--- src/rtl/dlc_pkg.sv ---
// Shared types and constants for the decimal literal classifier.
// Holds the byte token format, the result kinds and the keyword table.
// Depends on nothing; every other file imports it.
package dlc_pkg;

	// Result kinds
	localparam logic [2:0] KIND_EMPTY = 3'd0;
	localparam logic [2:0] KIND_TRUE  = 3'd1;
	localparam logic [2:0] KIND_FALSE = 3'd2;
	localparam logic [2:0] KIND_NULL  = 3'd3;
	localparam logic [2:0] KIND_UINT  = 3'd4;
	localparam logic [2:0] KIND_SINT  = 3'd5;
	localparam logic [2:0] KIND_FLOAT = 3'd6;

	// Keyword table: true, false, null
	localparam int KW_NUM = 3;
	localparam int KW_POS = 5;
	localparam logic [2:0] LEN_SAT = 3'd6;
	localparam logic [2:0] KW_LEN [KW_NUM] = '{3'd4, 3'd5, 3'd4};
	localparam logic [7:0] KW_TEXT [KW_NUM][KW_POS] = '{
		'{8'h74, 8'h72, 8'h75, 8'h65, 8'h00},
		'{8'h66, 8'h61, 8'h6C, 8'h73, 8'h65},
		'{8'h6E, 8'h75, 8'h6C, 8'h6C, 8'h00}
	};

	localparam logic [7:0] CH_ZERO  = 8'h30;
	localparam logic [7:0] CH_NINE  = 8'h39;
	localparam logic [7:0] CH_MINUS = 8'h2D;
	localparam logic [7:0] CH_SPACE = 8'h20;
	localparam logic [7:0] CH_TAB   = 8'h09;
	localparam logic [7:0] CH_CR    = 8'h0D;
	localparam logic [7:0] CASE_GAP = 8'h20;

	// Largest accumulator that can still take a digit, and the largest digit at it
	localparam logic [63:0] ACC_LIM   = 64'h1999_9999_9999_9999;
	localparam logic [3:0]  DIGIT_LIM = 4'd5;

	// Queue depth between front and back
	localparam int QDEPTH = 4;
	localparam int QPTR_W = $clog2(QDEPTH);

	// Decoded byte token handed from front to back
	typedef struct packed {
		logic                           has;
		logic                           last;
		logic                           hint;
		logic                           blank;
		logic                           minus;
		logic                           is_digit;
		logic [3:0]                     digit;
		logic [KW_POS-1:0][KW_NUM-1:0]  kw_hit;  // per position, per keyword
	} dlc_tok_t;

	// Final field state handed to the output stage
	typedef struct packed {
		logic [63:0]        acc;
		logic               neg;
		logic               bad;
		logic               hint;
		logic [2:0]         len;
		logic [KW_NUM-1:0]  kw;
	} dlc_fin_t;

endpackage

--- src/rtl/dlc_front.sv ---
// Front part: decodes one input byte into a token for the back part.
// Flags whitespace, minus and digits and compares against the keyword table.
// Depends on dlc_pkg.
module dlc_front
	import dlc_pkg::*;
(
	input  logic [7:0] char_byte,
	input  logic       has_byte,
	input  logic       last_byte,
	input  logic       float_hint,
	output dlc_tok_t   tok
);

	// Compare the byte against every keyword letter at every position
	always_comb begin
		tok.has      = has_byte;
		tok.last     = last_byte;
		tok.hint     = float_hint;
		tok.blank    = (char_byte == CH_SPACE) || (char_byte >= CH_TAB && char_byte <= CH_CR);
		tok.minus    = (char_byte == CH_MINUS);
		tok.is_digit = (char_byte >= CH_ZERO) && (char_byte <= CH_NINE);
		tok.digit    = 4'(char_byte - CH_ZERO);
		for (int p = 0; p < KW_POS; p++) begin
			for (int k = 0; k < KW_NUM; k++) begin
				tok.kw_hit[p][k] = (3'(p) < KW_LEN[k]) &&
					((char_byte == KW_TEXT[k][p]) ||
					 (p == 0 && char_byte == 8'(KW_TEXT[k][p] - CASE_GAP)));
			end
		end
	end

endmodule

--- src/rtl/dlc_queue.sv ---
// Short token queue between the front and back parts.
// Lets either side stall without holding up the other. Depends on dlc_pkg.
module dlc_queue
	import dlc_pkg::*;
(
	input  logic     clk,
	input  logic     arst_n,
	input  logic     push,
	input  dlc_tok_t push_tok,
	output logic     full,
	input  logic     pop,
	output logic     avail,
	output dlc_tok_t head_tok
);

	dlc_tok_t              mem_q [QDEPTH];
	logic [QPTR_W-1:0]     wr_ptr_q;
	logic [QPTR_W-1:0]     rd_ptr_q;
	logic [QPTR_W:0]       count_q;

	assign full     = (count_q == (QPTR_W+1)'(QDEPTH));
	assign avail    = (count_q != '0);
	assign head_tok = mem_q[rd_ptr_q];

	// Store incoming tokens
	always_ff @(posedge clk) begin
		if (push) begin
			mem_q[wr_ptr_q] <= push_tok;
		end
	end

	// Advance pointers and the fill count
	always_ff @(posedge clk or negedge arst_n) begin
		if (!arst_n) begin
			wr_ptr_q <= '0;
			rd_ptr_q <= '0;
			count_q  <= '0;
		end else begin
			if (push) begin
				wr_ptr_q <= wr_ptr_q + 1'b1;
			end
			if (pop) begin
				rd_ptr_q <= rd_ptr_q + 1'b1;
			end
			case ({push, pop})
				2'b10:   count_q <= count_q + 1'b1;
				2'b01:   count_q <= count_q - 1'b1;
				default: count_q <= count_q;
			endcase
		end
	end

endmodule

--- src/rtl/dlc_back.sv ---
// Back part: carries out tokens on the field state, then classifies the field.
// Holds the accumulator, phase, flags, a finish stage and the result register.
// Depends on dlc_pkg.
module dlc_back
	import dlc_pkg::*;
(
	input  logic        clk,
	input  logic        arst_n,
	input  logic        avail,
	input  dlc_tok_t    tok,
	output logic        pop,
	output logic        res_valid,
	input  logic        res_ready,
	output logic [2:0]  res_kind,
	output logic [63:0] res_value
);

	typedef enum logic [2:0] {
		PH_LEAD  = 3'b001,
		PH_BODY  = 3'b010,
		PH_TRAIL = 3'b100
	} phase_t;

	phase_t            phase_q, phase_d;
	logic [63:0]       acc_q, acc_d;
	logic              neg_q, neg_d;
	logic              bad_q, bad_d;
	logic [2:0]        len_q, len_d;
	logic [KW_NUM-1:0] kw_q, kw_d;

	logic              fin_valid_s1;
	dlc_fin_t          fin_s1;
	logic              out_valid_s2;
	logic [2:0]        kind_s2;
	logic [63:0]       value_s2;

	logic              out_free;
	logic              fin_ready;
	logic              fin_adv;
	logic [KW_NUM-1:0] hit;
	logic [2:0]        kind_c;
	logic [63:0]       value_c;

	// Pop a token unless it ends a field and the finish stage is blocked
	assign out_free  = !out_valid_s2 || res_ready;
	assign fin_adv   = fin_valid_s1 && out_free;
	assign fin_ready = !fin_valid_s1 || out_free;
	assign pop       = avail && (!tok.last || fin_ready);

	// Next field state for the token at the head of the queue
	always_comb begin
		phase_d = phase_q;
		acc_d   = acc_q;
		neg_d   = neg_q;
		bad_d   = bad_q;
		len_d   = len_q;
		kw_d    = kw_q;
		hit     = (len_q < 3'(KW_POS)) ? tok.kw_hit[len_q] : '0;
		if (tok.has) begin
			if (tok.blank) begin
				if (phase_q == PH_BODY) begin
					phase_d = PH_TRAIL;
				end
			end else begin
				// content after trailing space spoils the field
				if (phase_q == PH_TRAIL) begin
					kw_d  = '0;
					bad_d = 1'b1;
				end
				phase_d = PH_BODY;
				kw_d    = kw_d & hit;
				if (!bad_d) begin
					if (len_q == '0 && tok.minus) begin
						neg_d = 1'b1;
					end else if (tok.is_digit) begin
						if (acc_q > ACC_LIM || (acc_q == ACC_LIM && tok.digit > DIGIT_LIM)) begin
							bad_d = 1'b1;
						end else begin
							acc_d = (acc_q << 3) + (acc_q << 1) + 64'(tok.digit);
						end
					end else begin
						bad_d = 1'b1;
					end
				end
				if (len_q < LEN_SAT) begin
					len_d = len_q + 1'b1;
				end
			end
		end
	end

	// Update field state; return to the idle field state after the last item
	always_ff @(posedge clk or negedge arst_n) begin
		if (!arst_n) begin
			phase_q <= PH_LEAD;
			acc_q   <= '0;
			neg_q   <= 1'b0;
			bad_q   <= 1'b0;
			len_q   <= '0;
			kw_q    <= '1;
		end else if (pop) begin
			if (tok.last) begin
				phase_q <= PH_LEAD;
				acc_q   <= '0;
				neg_q   <= 1'b0;
				bad_q   <= 1'b0;
				len_q   <= '0;
				kw_q    <= '1;
			end else begin
				phase_q <= phase_d;
				acc_q   <= acc_d;
				neg_q   <= neg_d;
				bad_q   <= bad_d;
				len_q   <= len_d;
				kw_q    <= kw_d;
			end
		end
	end

	// Finish stage: hold the final field state
	always_ff @(posedge clk or negedge arst_n) begin
		if (!arst_n) begin
			fin_valid_s1 <= 1'b0;
		end else if (pop && tok.last) begin
			fin_valid_s1 <= 1'b1;
		end else if (fin_adv) begin
			fin_valid_s1 <= 1'b0;
		end
	end

	always_ff @(posedge clk) begin
		if (pop && tok.last) begin
			fin_s1.acc  <= acc_d;
			fin_s1.neg  <= neg_d;
			fin_s1.bad  <= bad_d;
			fin_s1.hint <= tok.hint;
			fin_s1.len  <= len_d;
			fin_s1.kw   <= kw_d;
		end
	end

	// Classify the finished field
	always_comb begin
		kind_c  = KIND_FLOAT;
		value_c = '0;
		if (fin_s1.len == '0) begin
			kind_c = KIND_EMPTY;
		end else if (fin_s1.kw[0] && fin_s1.len == KW_LEN[0]) begin
			kind_c = KIND_TRUE;
		end else if (fin_s1.kw[1] && fin_s1.len == KW_LEN[1]) begin
			kind_c = KIND_FALSE;
		end else if (fin_s1.kw[2] && fin_s1.len == KW_LEN[2]) begin
			kind_c = KIND_NULL;
		end else if (!fin_s1.hint && !fin_s1.bad) begin
			if (!fin_s1.neg) begin
				kind_c  = KIND_UINT;
				value_c = fin_s1.acc;
			end else if (fin_s1.len >= 3'd2 && !fin_s1.acc[63]) begin
				kind_c  = KIND_SINT;
				value_c = '0 - fin_s1.acc;
			end
		end
	end

	// Result register: hold until taken
	always_ff @(posedge clk or negedge arst_n) begin
		if (!arst_n) begin
			out_valid_s2 <= 1'b0;
		end else if (out_free) begin
			out_valid_s2 <= fin_valid_s1;
		end
	end

	always_ff @(posedge clk) begin
		if (fin_adv) begin
			kind_s2  <= kind_c;
			value_s2 <= value_c;
		end
	end

	assign res_valid = out_valid_s2;
	assign res_kind  = kind_s2;
	assign res_value = value_s2;

endmodule

--- src/rtl/decimal_literal_classifier.sv ---
// Top level of the decimal literal classifier.
// Joins the byte decoder, the token queue and the back part. Depends on dlc_pkg.
//
//   channel   dir  tdata              tuser                      tlast
//   s_*       in   char_byte[7:0]     has_byte, float_hint       last_byte
//   m_*       out  value[63:0]        kind[2:0]                  (none)
//
// One byte item is taken per cycle while s_tready is high, as the back part
// does one multiply-by-ten and add per cycle. A result is offered on m_tvalid
// after its last item has passed the queue, finish stage and result register.
// Reset clears queue and field state; s_tready drops only when the four-entry
// queue is full, which happens while the result register waits on m_tready.
module decimal_literal_classifier
	import dlc_pkg::*;
(
	input  logic        clk,
	input  logic        arst_n,
	input  logic        s_tvalid,
	output logic        s_tready,
	input  logic [7:0]  s_tdata,   // [7:0] char_byte
	input  logic [1:0]  s_tuser,   // [0] has_byte, [1] float_hint
	input  logic        s_tlast,
	output logic        m_tvalid,
	input  logic        m_tready,
	output logic [63:0] m_tdata,   // [63:0] value
	output logic [2:0]  m_tuser    // [2:0] kind
);

	dlc_tok_t in_tok;
	dlc_tok_t head_tok;
	logic     q_full;
	logic     q_avail;
	logic     q_pop;
	logic     push;

	assign s_tready = !q_full;
	assign push     = s_tvalid && !q_full;

	// Decode each byte item
	dlc_front u_front (
		.char_byte  (s_tdata),
		.has_byte   (s_tuser[0]),
		.last_byte  (s_tlast),
		.float_hint (s_tuser[1]),
		.tok        (in_tok)
	);

	// Buffer tokens between the two parts
	dlc_queue u_queue (
		.clk      (clk),
		.arst_n   (arst_n),
		.push     (push),
		.push_tok (in_tok),
		.full     (q_full),
		.pop      (q_pop),
		.avail    (q_avail),
		.head_tok (head_tok)
	);

	// Parse and classify
	dlc_back u_back (
		.clk       (clk),
		.arst_n    (arst_n),
		.avail     (q_avail),
		.tok       (head_tok),
		.pop       (q_pop),
		.res_valid (m_tvalid),
		.res_ready (m_tready),
		.res_kind  (m_tuser),
		.res_value (m_tdata)
	);

endmodule
--- config.mk ---
export PLATFORM = sky130hd
export DESIGN_NAME = decimal_literal_classifier
export DESIGN_NICKNAME = d
export VERILOG_FILES = /design/src/rtl/dlc_pkg.sv /design/src/rtl/dlc_front.sv /design/src/rtl/dlc_queue.sv /design/src/rtl/dlc_back.sv /design/src/rtl/decimal_literal_classifier.sv
export SDC_FILE = /design/constraint.sdc
export NUM_CORES = 1
export LEC_CHECK = 0
export ABC_AREA = 1
export BUFFER_PORTS_ARGS = -buffer_cell sky130_fd_sc_hd__buf_2
export CAP_MARGIN = 20
export CORE_MARGIN = 1
export CORE_UTILIZATION = 50
export DETAILED_ROUTE_END_ITERATION = 10
export PLACE_DENSITY = 0.64
export SLEW_MARGIN = 20
export SYNTH_ARGS = -nofsm -noshare
export SYNTH_HDL_FRONTEND = slang
export SYNTH_HIERARCHICAL = 1
export SYNTH_SLANG_ARGS = --single-unit
--- constraint.sdc ---
create_clock -name clk -period 11.47 [get_ports clk]
set_input_delay 2.294 -clock clk [delete_from_list [all_inputs] [get_ports clk]]
set_output_delay 2.294 -clock clk [all_outputs]
set_load 0.005 [all_outputs]
==> flow_summary.ini, run 1 <==
[outcome]
status = finished, final reports clean

[global_route]
grt.total_usage_pct = 29.86
met2_usage_pct = 49.40
use_met3_pct = 3.545
grt_max_degree = 79
first_global_vias = 18449
grt-busiest-layer = met2
grt_antenna_before_repair = 0
grt_util_met1_pct = 39.56
grt_pass1_wl_mm = 101.6
overflow = 0

[placed_design]
dpl_worst_slack_ps = 6494
portBuffers = 83
hpwl_mm = 51.08
placed_cells_incl_taps = 3470
gp_congestion = 1.001

[worst_setup_path]
critPathMaxStageDelay_ps = 860
crit_required_ps = 11970
end_kind = flip-flop
crit_family = buffers and inverters
start_kind = primary input
crit_buf_inv = 5
path_max_fanout = 65
critPathSlowestCell = inv_1
worstPathArrival_ps = 4900
critPathKind = primary input to flip-flop
worstPathCellList = buf_2 -> inv_1 -> nand3_1 -> o21ai_4 -> buf_4 -> nor2_4 -> buf_4 -> inv_1 -> o21ai_0 -> nand2_1

[clock_tree]
post_cts_buffers = 0
insertion_delay_ps = 570
cts_tree = yes
postCtsHoldBufs = 0
cts_resized = 0
clock-sinks = 324
htreeDepth = 2
cts_buffer_depth = 3
clk_pin_slew_ps = 60
cts_buffers = 37
ctsRootBufferMaster = clkbuf_16

[sta]
worstMarginPinSlew_ps = 1133
layout_setup_ws_ps = 7063
max-slew-margin-rel_pct = 24.38
rsz0062_at_grt = no
finalMaxSlewViolations = 0
fin_crit_sh_pct = 38.43
setup_viol_count_final = 0
skew_ps = 23.22
tns_ps = 0
hold_violations = 0
clock.fmax_mhz = 226.9
period_minus_slack_ps = 4408

[routing]
via_per_inst = 5.417
routedWlPerCell_um = 18.42
drt_wl_total_mm = 65.17
drc = 0
drtAntennaViolNets = 0
vias = 19164
drtIter0Drc = 1562
detail_route.first_pass.iterations = 6

[die]
start_util_pct = 50.82
die_x_um = 211.5
fp.dieH_um = 211.5
row_count = 76
dieArea_mm2 = 0.04472
core_mm2 = 0.04317
io_pins = 84

[layout]
layout-drive-gt1-share_pct = 7.890
fin_nets = 3072
fin_cells = 3538
fin_util_pct = 55.64
antenna_cells = 0
area_delta_synth_final_pct = 9.484

[power]
power_density_mw_per_mm2 = 239.4
peakVddDrop_uv = 179.7
leakagePower_nw = 11.44

[logic_synthesis]
yosys-top-cells-count = 847 x nand2_1, 415 x inv_1, 278 x nor2_1
synthesis.area_mm2 = 0.02194
yosysWarnings = 6
synthCells = 2862
synth_area_leader_cell = edfxtp_1
synthDistinctLibCells = 57
synth_top_flop_cell = edfxtp_1
syn_area_per_cell_um2 = 7.665
async_flop_share_pct = 25.93
synth_edf_count = 240
ys_seq_area_share_pct = 42.45
synth.area.top_cells = edfxtp_1 33%, nand2_1 14%, dfrtp_1 9.1%
synth_most_common_cell = nand2_1
ys_ff_latch = 324
synth_top_area_share_pct = 32.85

[hold_path]
hold_class = flip-flop to flip-flop

[job]
maxCapViolCount = 0
sequential cells by signal (all words and copies together) (netlist names):
register	flops
u_back/phase_q	3
u_back/res_value	64
u_back/fin_valid_s1	1
u_queue/rd_ptr_q	2
u_queue/mem_q	100
u_queue/wr_ptr_q	2
u_back/len_q	3
u_back/bad_q	1
u_back/acc_q	64
u_back/res_valid	1
u_back/neg_q	1
u_back/kw_q	3
u_back/res_kind	3
u_back/fin_s1	73
u_queue/count_q	3
per-layer routing:
metal,vias to the layer above,routed length [µm]
li1,9505,-
met1,8945,28650
met2,583,30300
met3,131,3611
met4,0,2610
met5,-,0
layout make-up:
cell class	instances	area [µm²]
inverter	431	1620
sequential	324	9315
clock inverter	22	277.8
multi-input combinational	2036	10580
timing repair buffer	94	500.5
fill	4178	19150
clock buffer	46	991.0
tap	585	732.0
final timing paths:
kind                                startpoint             endpoint  slack [ps]  cells past startpoint
setup reg to reg           u_queue/rd_ptr_q[0]       u_back/kw_q[2]        7160                     11
min in group asynchronous               arst_n  u_queue/wr_ptr_q[0]        1700                      1
max in group asynchronous               arst_n     u_back/acc_q[46]        8640                      2
setup / recovery                      m_tready       u_back/kw_q[2]        7060                     10
hold reg to reg             u_queue/count_q[2]   u_queue/count_q[2]         480                      2
hold / removal              u_queue/count_q[2]   u_queue/count_q[2]         480                      2
power breakdown:
| part | total [mW] | internal (mW) | switching, mW |
|---|---|---|---|
| Sequential | 2.10 | 1.81 | 0.286 |
| Clock | 1.23 | 0.735 | 0.493 |
| Combinational | 2.42 | 0.696 | 1.72 |
| Total | 5.75 | 3.25 | 2.50 |
worst min-delay path, cell delays in order (launching register included):
cell	delay [ps]
dfrtp_1	350
nand2_1	50
nand2_1	40
cell usage in the layout (no fill, tap or decap), drive strengths merged, types with 52 or more instances in the layout:
cell type	netlist	final
nor3	64	64
buf	49	94
edfxtp	240	240
o211ai	52	52
ha	130	130
inv	430	432
a21oi	152	152
dfrtp	80	80
nor2	294	294
nand3	156	156
o21ai	140	140
nand2	853	853
metrics by stage:
stage	hold slack [ps]	cell area [µm²]	total power, mW
3_3_place_gp	462.6	22750	4.472
6_report	479.5	24020	5.749
3_5_place_dp	465.1	22750	4.526
5_1_grt	533.6	24020	6.142
2_1_floorplan	441.7	21940	3.730
4_1_cts	481.0	24020	5.772
kinds of logic (layout without fill, tap and decap cells):
group / count (synthesis) / in the layout / share of synthesized area [%]
other: 1 / 2 / 0.01709
xor gates and xnor gates: 47 / 47 / 1.876
AOI/OAI and AO/OA: 395 / 395 / 10.43
and+or+nand+nor: 1459 / 1459 / 28.07
adders and majority gates: 133 / 133 / 7.688
DFF: 324 / 324 / 42.45
buffers and inverters: 503 / 593 / 9.462
No activity file was read; power rests on OpenSTA's default activity.
==> run 2: changes to the inputs <==
- ABC_AREA: 1 -> 0
- clock period: 11.47 -> 4.6 ns (I/O delays scaled with it)
==> run 2 against run 1 <==
Synthesized cell count fell by 42%. Sequential cell count did not move. Core utilization rose by 1.4 points. Area after synthesis fell by 14%. Hold slack got worse by 61 ps. Final cell count fell by 36%. Via count fell by 31%. Register-to-register slack got worse by 6900 ps. Combinational power rose by 53%. Critical endpoint is now u_back/fin_s1[67]. Largest power group is now registers.
==> flow_summary.ini, run 2 <==
[logic_synthesis]
syn_area_per_cell_um2 = 11.39
synth_fa_ha_area_share_pct = 8.891
synth_top_family_by_area = compound AO/OA/AOI/OAI gates
ys_seq_area_share_pct = 49.10
synth_area_leader_cell = edfxtp_1
synth_top_flop_cell = edfxtp_1
synth.area.top_cells = edfxtp_1 38%, dfrtp_1 11%, ha_1 8.6%
muxShareOfSynthArea_pct = 6.529
synthDistinctLibCells = 81
synth_compound_area_share_pct = 15.09
yosysWarnings = 6
synthXorXnorAreaFrac_pct = 5.771
synthSimpleGateAreaFrac_pct = 11.27
async_flop_share_pct = 25.93
synth_top_area_share_pct = 37.99
synth_most_common_cell = edfxtp_1
synth_edf_count = 240
ys_ff_latch = 324
yosys-top-cells-count = 240 x edfxtp_1, 131 x nand2_1, 130 x ha_1
synthCells = 1665
synthesis.area_mm2 = 0.01897

[die]
start_util_pct = 51.33
core_mm2 = 0.03696
die_x_um = 196.8
fp.dieH_um = 196.8
row_count = 70
io_pins = 84
dieArea_mm2 = 0.03872

[sta]
worstMarginPinSlew_ps = 911.3
rsz0062_at_grt = no
finalMaxSlewViolations = 0
max-slew-margin-rel_pct = 39.02
tns_ps = 0
skew_ps = 24.89
fin_crit_sh_pct = 93.45
setup_viol_count_final = 0
clock.fmax_mhz = 232.6
hold_violations = 0
period_minus_slack_ps = 4298

[layout]
n_fill_cell = 3173
layout_commonest_cell = edfxtp_1
area_delta_synth_final_pct = 11.19
layout-drive-gt1-share_pct = 15.21
fin_util_pct = 57.07
largestRegisters = u_queue/mem_q x100, u_back/fin_s1 x73
final_cell_mix = 240 x edfxtp_1, 130 x nand2_1, 130 x ha_1, 117 x nor2_1, 98 x a21oi_1
largest_register_ffs = 100
largest_register = u_queue/mem_q
fin_cells = 2253
fin_nets = 1869
antenna_cells = 0

[worst_setup_path]
crit_required_ps = 4900
rrSetupSlack_ps = 300
reg2regPathDepth = 15
worstPathArrival_ps = 4600
critPathKind = flip-flop to flip-flop
end_kind = flip-flop
r2r_start = u_queue/rd_ptr_q[0]
r2r-end = u_back/fin_s1[67]
start_kind = flip-flop
path_max_fanout = 4

[global_route]
grt.total_usage_pct = 23.05
overflow = 0
grt_max_degree = 62
grt_antenna_before_repair = 1
first_global_vias = 13092
grt_pass1_wl_mm = 70.23

[routing]
routedWlPerCell_um = 19.29
via_per_inst = 5.870
drtAntennaViolNets = 0
drtIter0Drc = 830
vias = 13225
detail_route.first_pass.iterations = 5
drt_wl_total_mm = 43.47
drc = 0

[hold_path]
hold_class = primary input to asynchronous set/reset pin

[clock_tree]
cts_buffer_depth = 3
cts_buffers = 36
insertion_delay_ps = 550
cts_tree = yes
clk_pin_slew_ps = 70
ctsRootBufferMaster = clkbuf_16
clock-sinks = 324
htreeDepth = 2
post_cts_buffers = 0

[job]
maxCapViolCount = 0

[placed_design]
portBuffers = 83
gp_congestion = 0.9337
placed_cells_incl_taps = 2187
hpwl_mm = 31.51

[power]
peakVddDrop_uv = 328.0
leakagePower_nw = 9.011
power_density_mw_per_mm2 = 545.7

[outcome]
status = finished, final reports clean
[run 2: cell types whose count changed in the layout (fill, tap and decap cells not counted), moves of 36 or more]
| cell | delta |
|---|---|
| nand2_1 | -717 |
| a21oi_1 | -50 |
| a21o_1 | +36 |
| nand3_1 | -122 |
| inv_1 | -370 |
| nor3_1 | -38 |
| mux2_2 | +49 |
| o211ai_1 | -40 |
| xor2_1 | +62 |
| nor2_1 | -160 |
| a22o_1 | +49 |
[run 2: repair_timing]
item	4_1_cts	5_1_grt
gates resized for setup	0	5
hold buffers	0	0
endpoints found under the setup margin	0	6
[run 2: final cells by class]
cell class              count  area (µm²)  share of cell area, %
clock buffers              49        1011                  4.793
clock inverters            17       225.2                  1.068
inverters                  43       161.4                 0.7652
multi-input cells        1203        9059                  42.94
flip-flops and latches    324        9314                  44.15
well taps                 504       630.6                  2.989
repair buffers            113       693.2                  3.286
[run 2: cell families after synthesis]
kind of cell,Yosys count
XOR/XNOR,125
flip-flops,324
multiplexers,80
adder cells (fa/ha/maj),133
other,1
buffers and inverters,139
AND/OR/NAND/NOR,436
AO/OA/AOI/OAI,427
[run 2: per-layer routing]
| layer | vias up | track usage, % | wire [µm] |
|---|---|---|---|
| met5 | - | 0 | 0 |
| met4 | 0 | 7.379 | 1122 |
| met3 | 68 | 4.209 | 2275 |
| met2 | 357 | 36.63 | 19880 |
| met1 | 6418 | 31.97 | 20190 |
| li1 | 6382 | - | - |
[run 2: worst max-delay path, cell delays in order (launching register included)]
cell      delay, ps
dfrtp_1         420
mux4_1          600
ha_1            320
ha_1            250
fa_1            410
a21oi_1         250
o211ai_1        190
a31oi_1         220
a211oi_1        100
a21oi_1         120
buf_4           160
o211ai_1        160
a21oi_1         300
o21bai_1        130
xor2_1          170
mux2_2          270
[run 2: report_power, final]
group	internal (mW)	switching [mW]
logic	1.37	2.34
registers	4.29	0.524
clock network	1.83	1.15
[run 2: how the worst max path moves through the flow]
stage | startpoint | to | slack (ps)
after floorplan | u_queue/rd_ptr_q[0] | u_back/acc_q[62] | 310
after global placement | u_queue/rd_ptr_q[0] | u_back/fin_s1[65] | 110
after global routing | u_queue/rd_ptr_q[0] | u_back/fin_s1[39] | 30
after detailed placement | u_queue/rd_ptr_q[0] | u_back/fin_s1[65] | 30
after CTS | u_queue/rd_ptr_q[0] | u_back/fin_s1[69] | 20
final | u_queue/rd_ptr_q[0] | u_back/fin_s1[67] | 300
[run 2: stage by stage]
stage | hold slack [ps] | instance area (µm²) | power (mW) | setup slack [ps]
detailed placement | 483.4 | 19840 | 8.600 | 29.52
global placement | 478.1 | 19840 | 8.505 | 112.6
global route | 450.1 | 21090 | 12.18 | 26.45
floorplan | 448.1 | 18970 | 7.297 | 308.4
CTS | 420.6 | 21080 | 11.62 | 21.51
finish | 418.6 | 21090 | 11.51 | 301.5
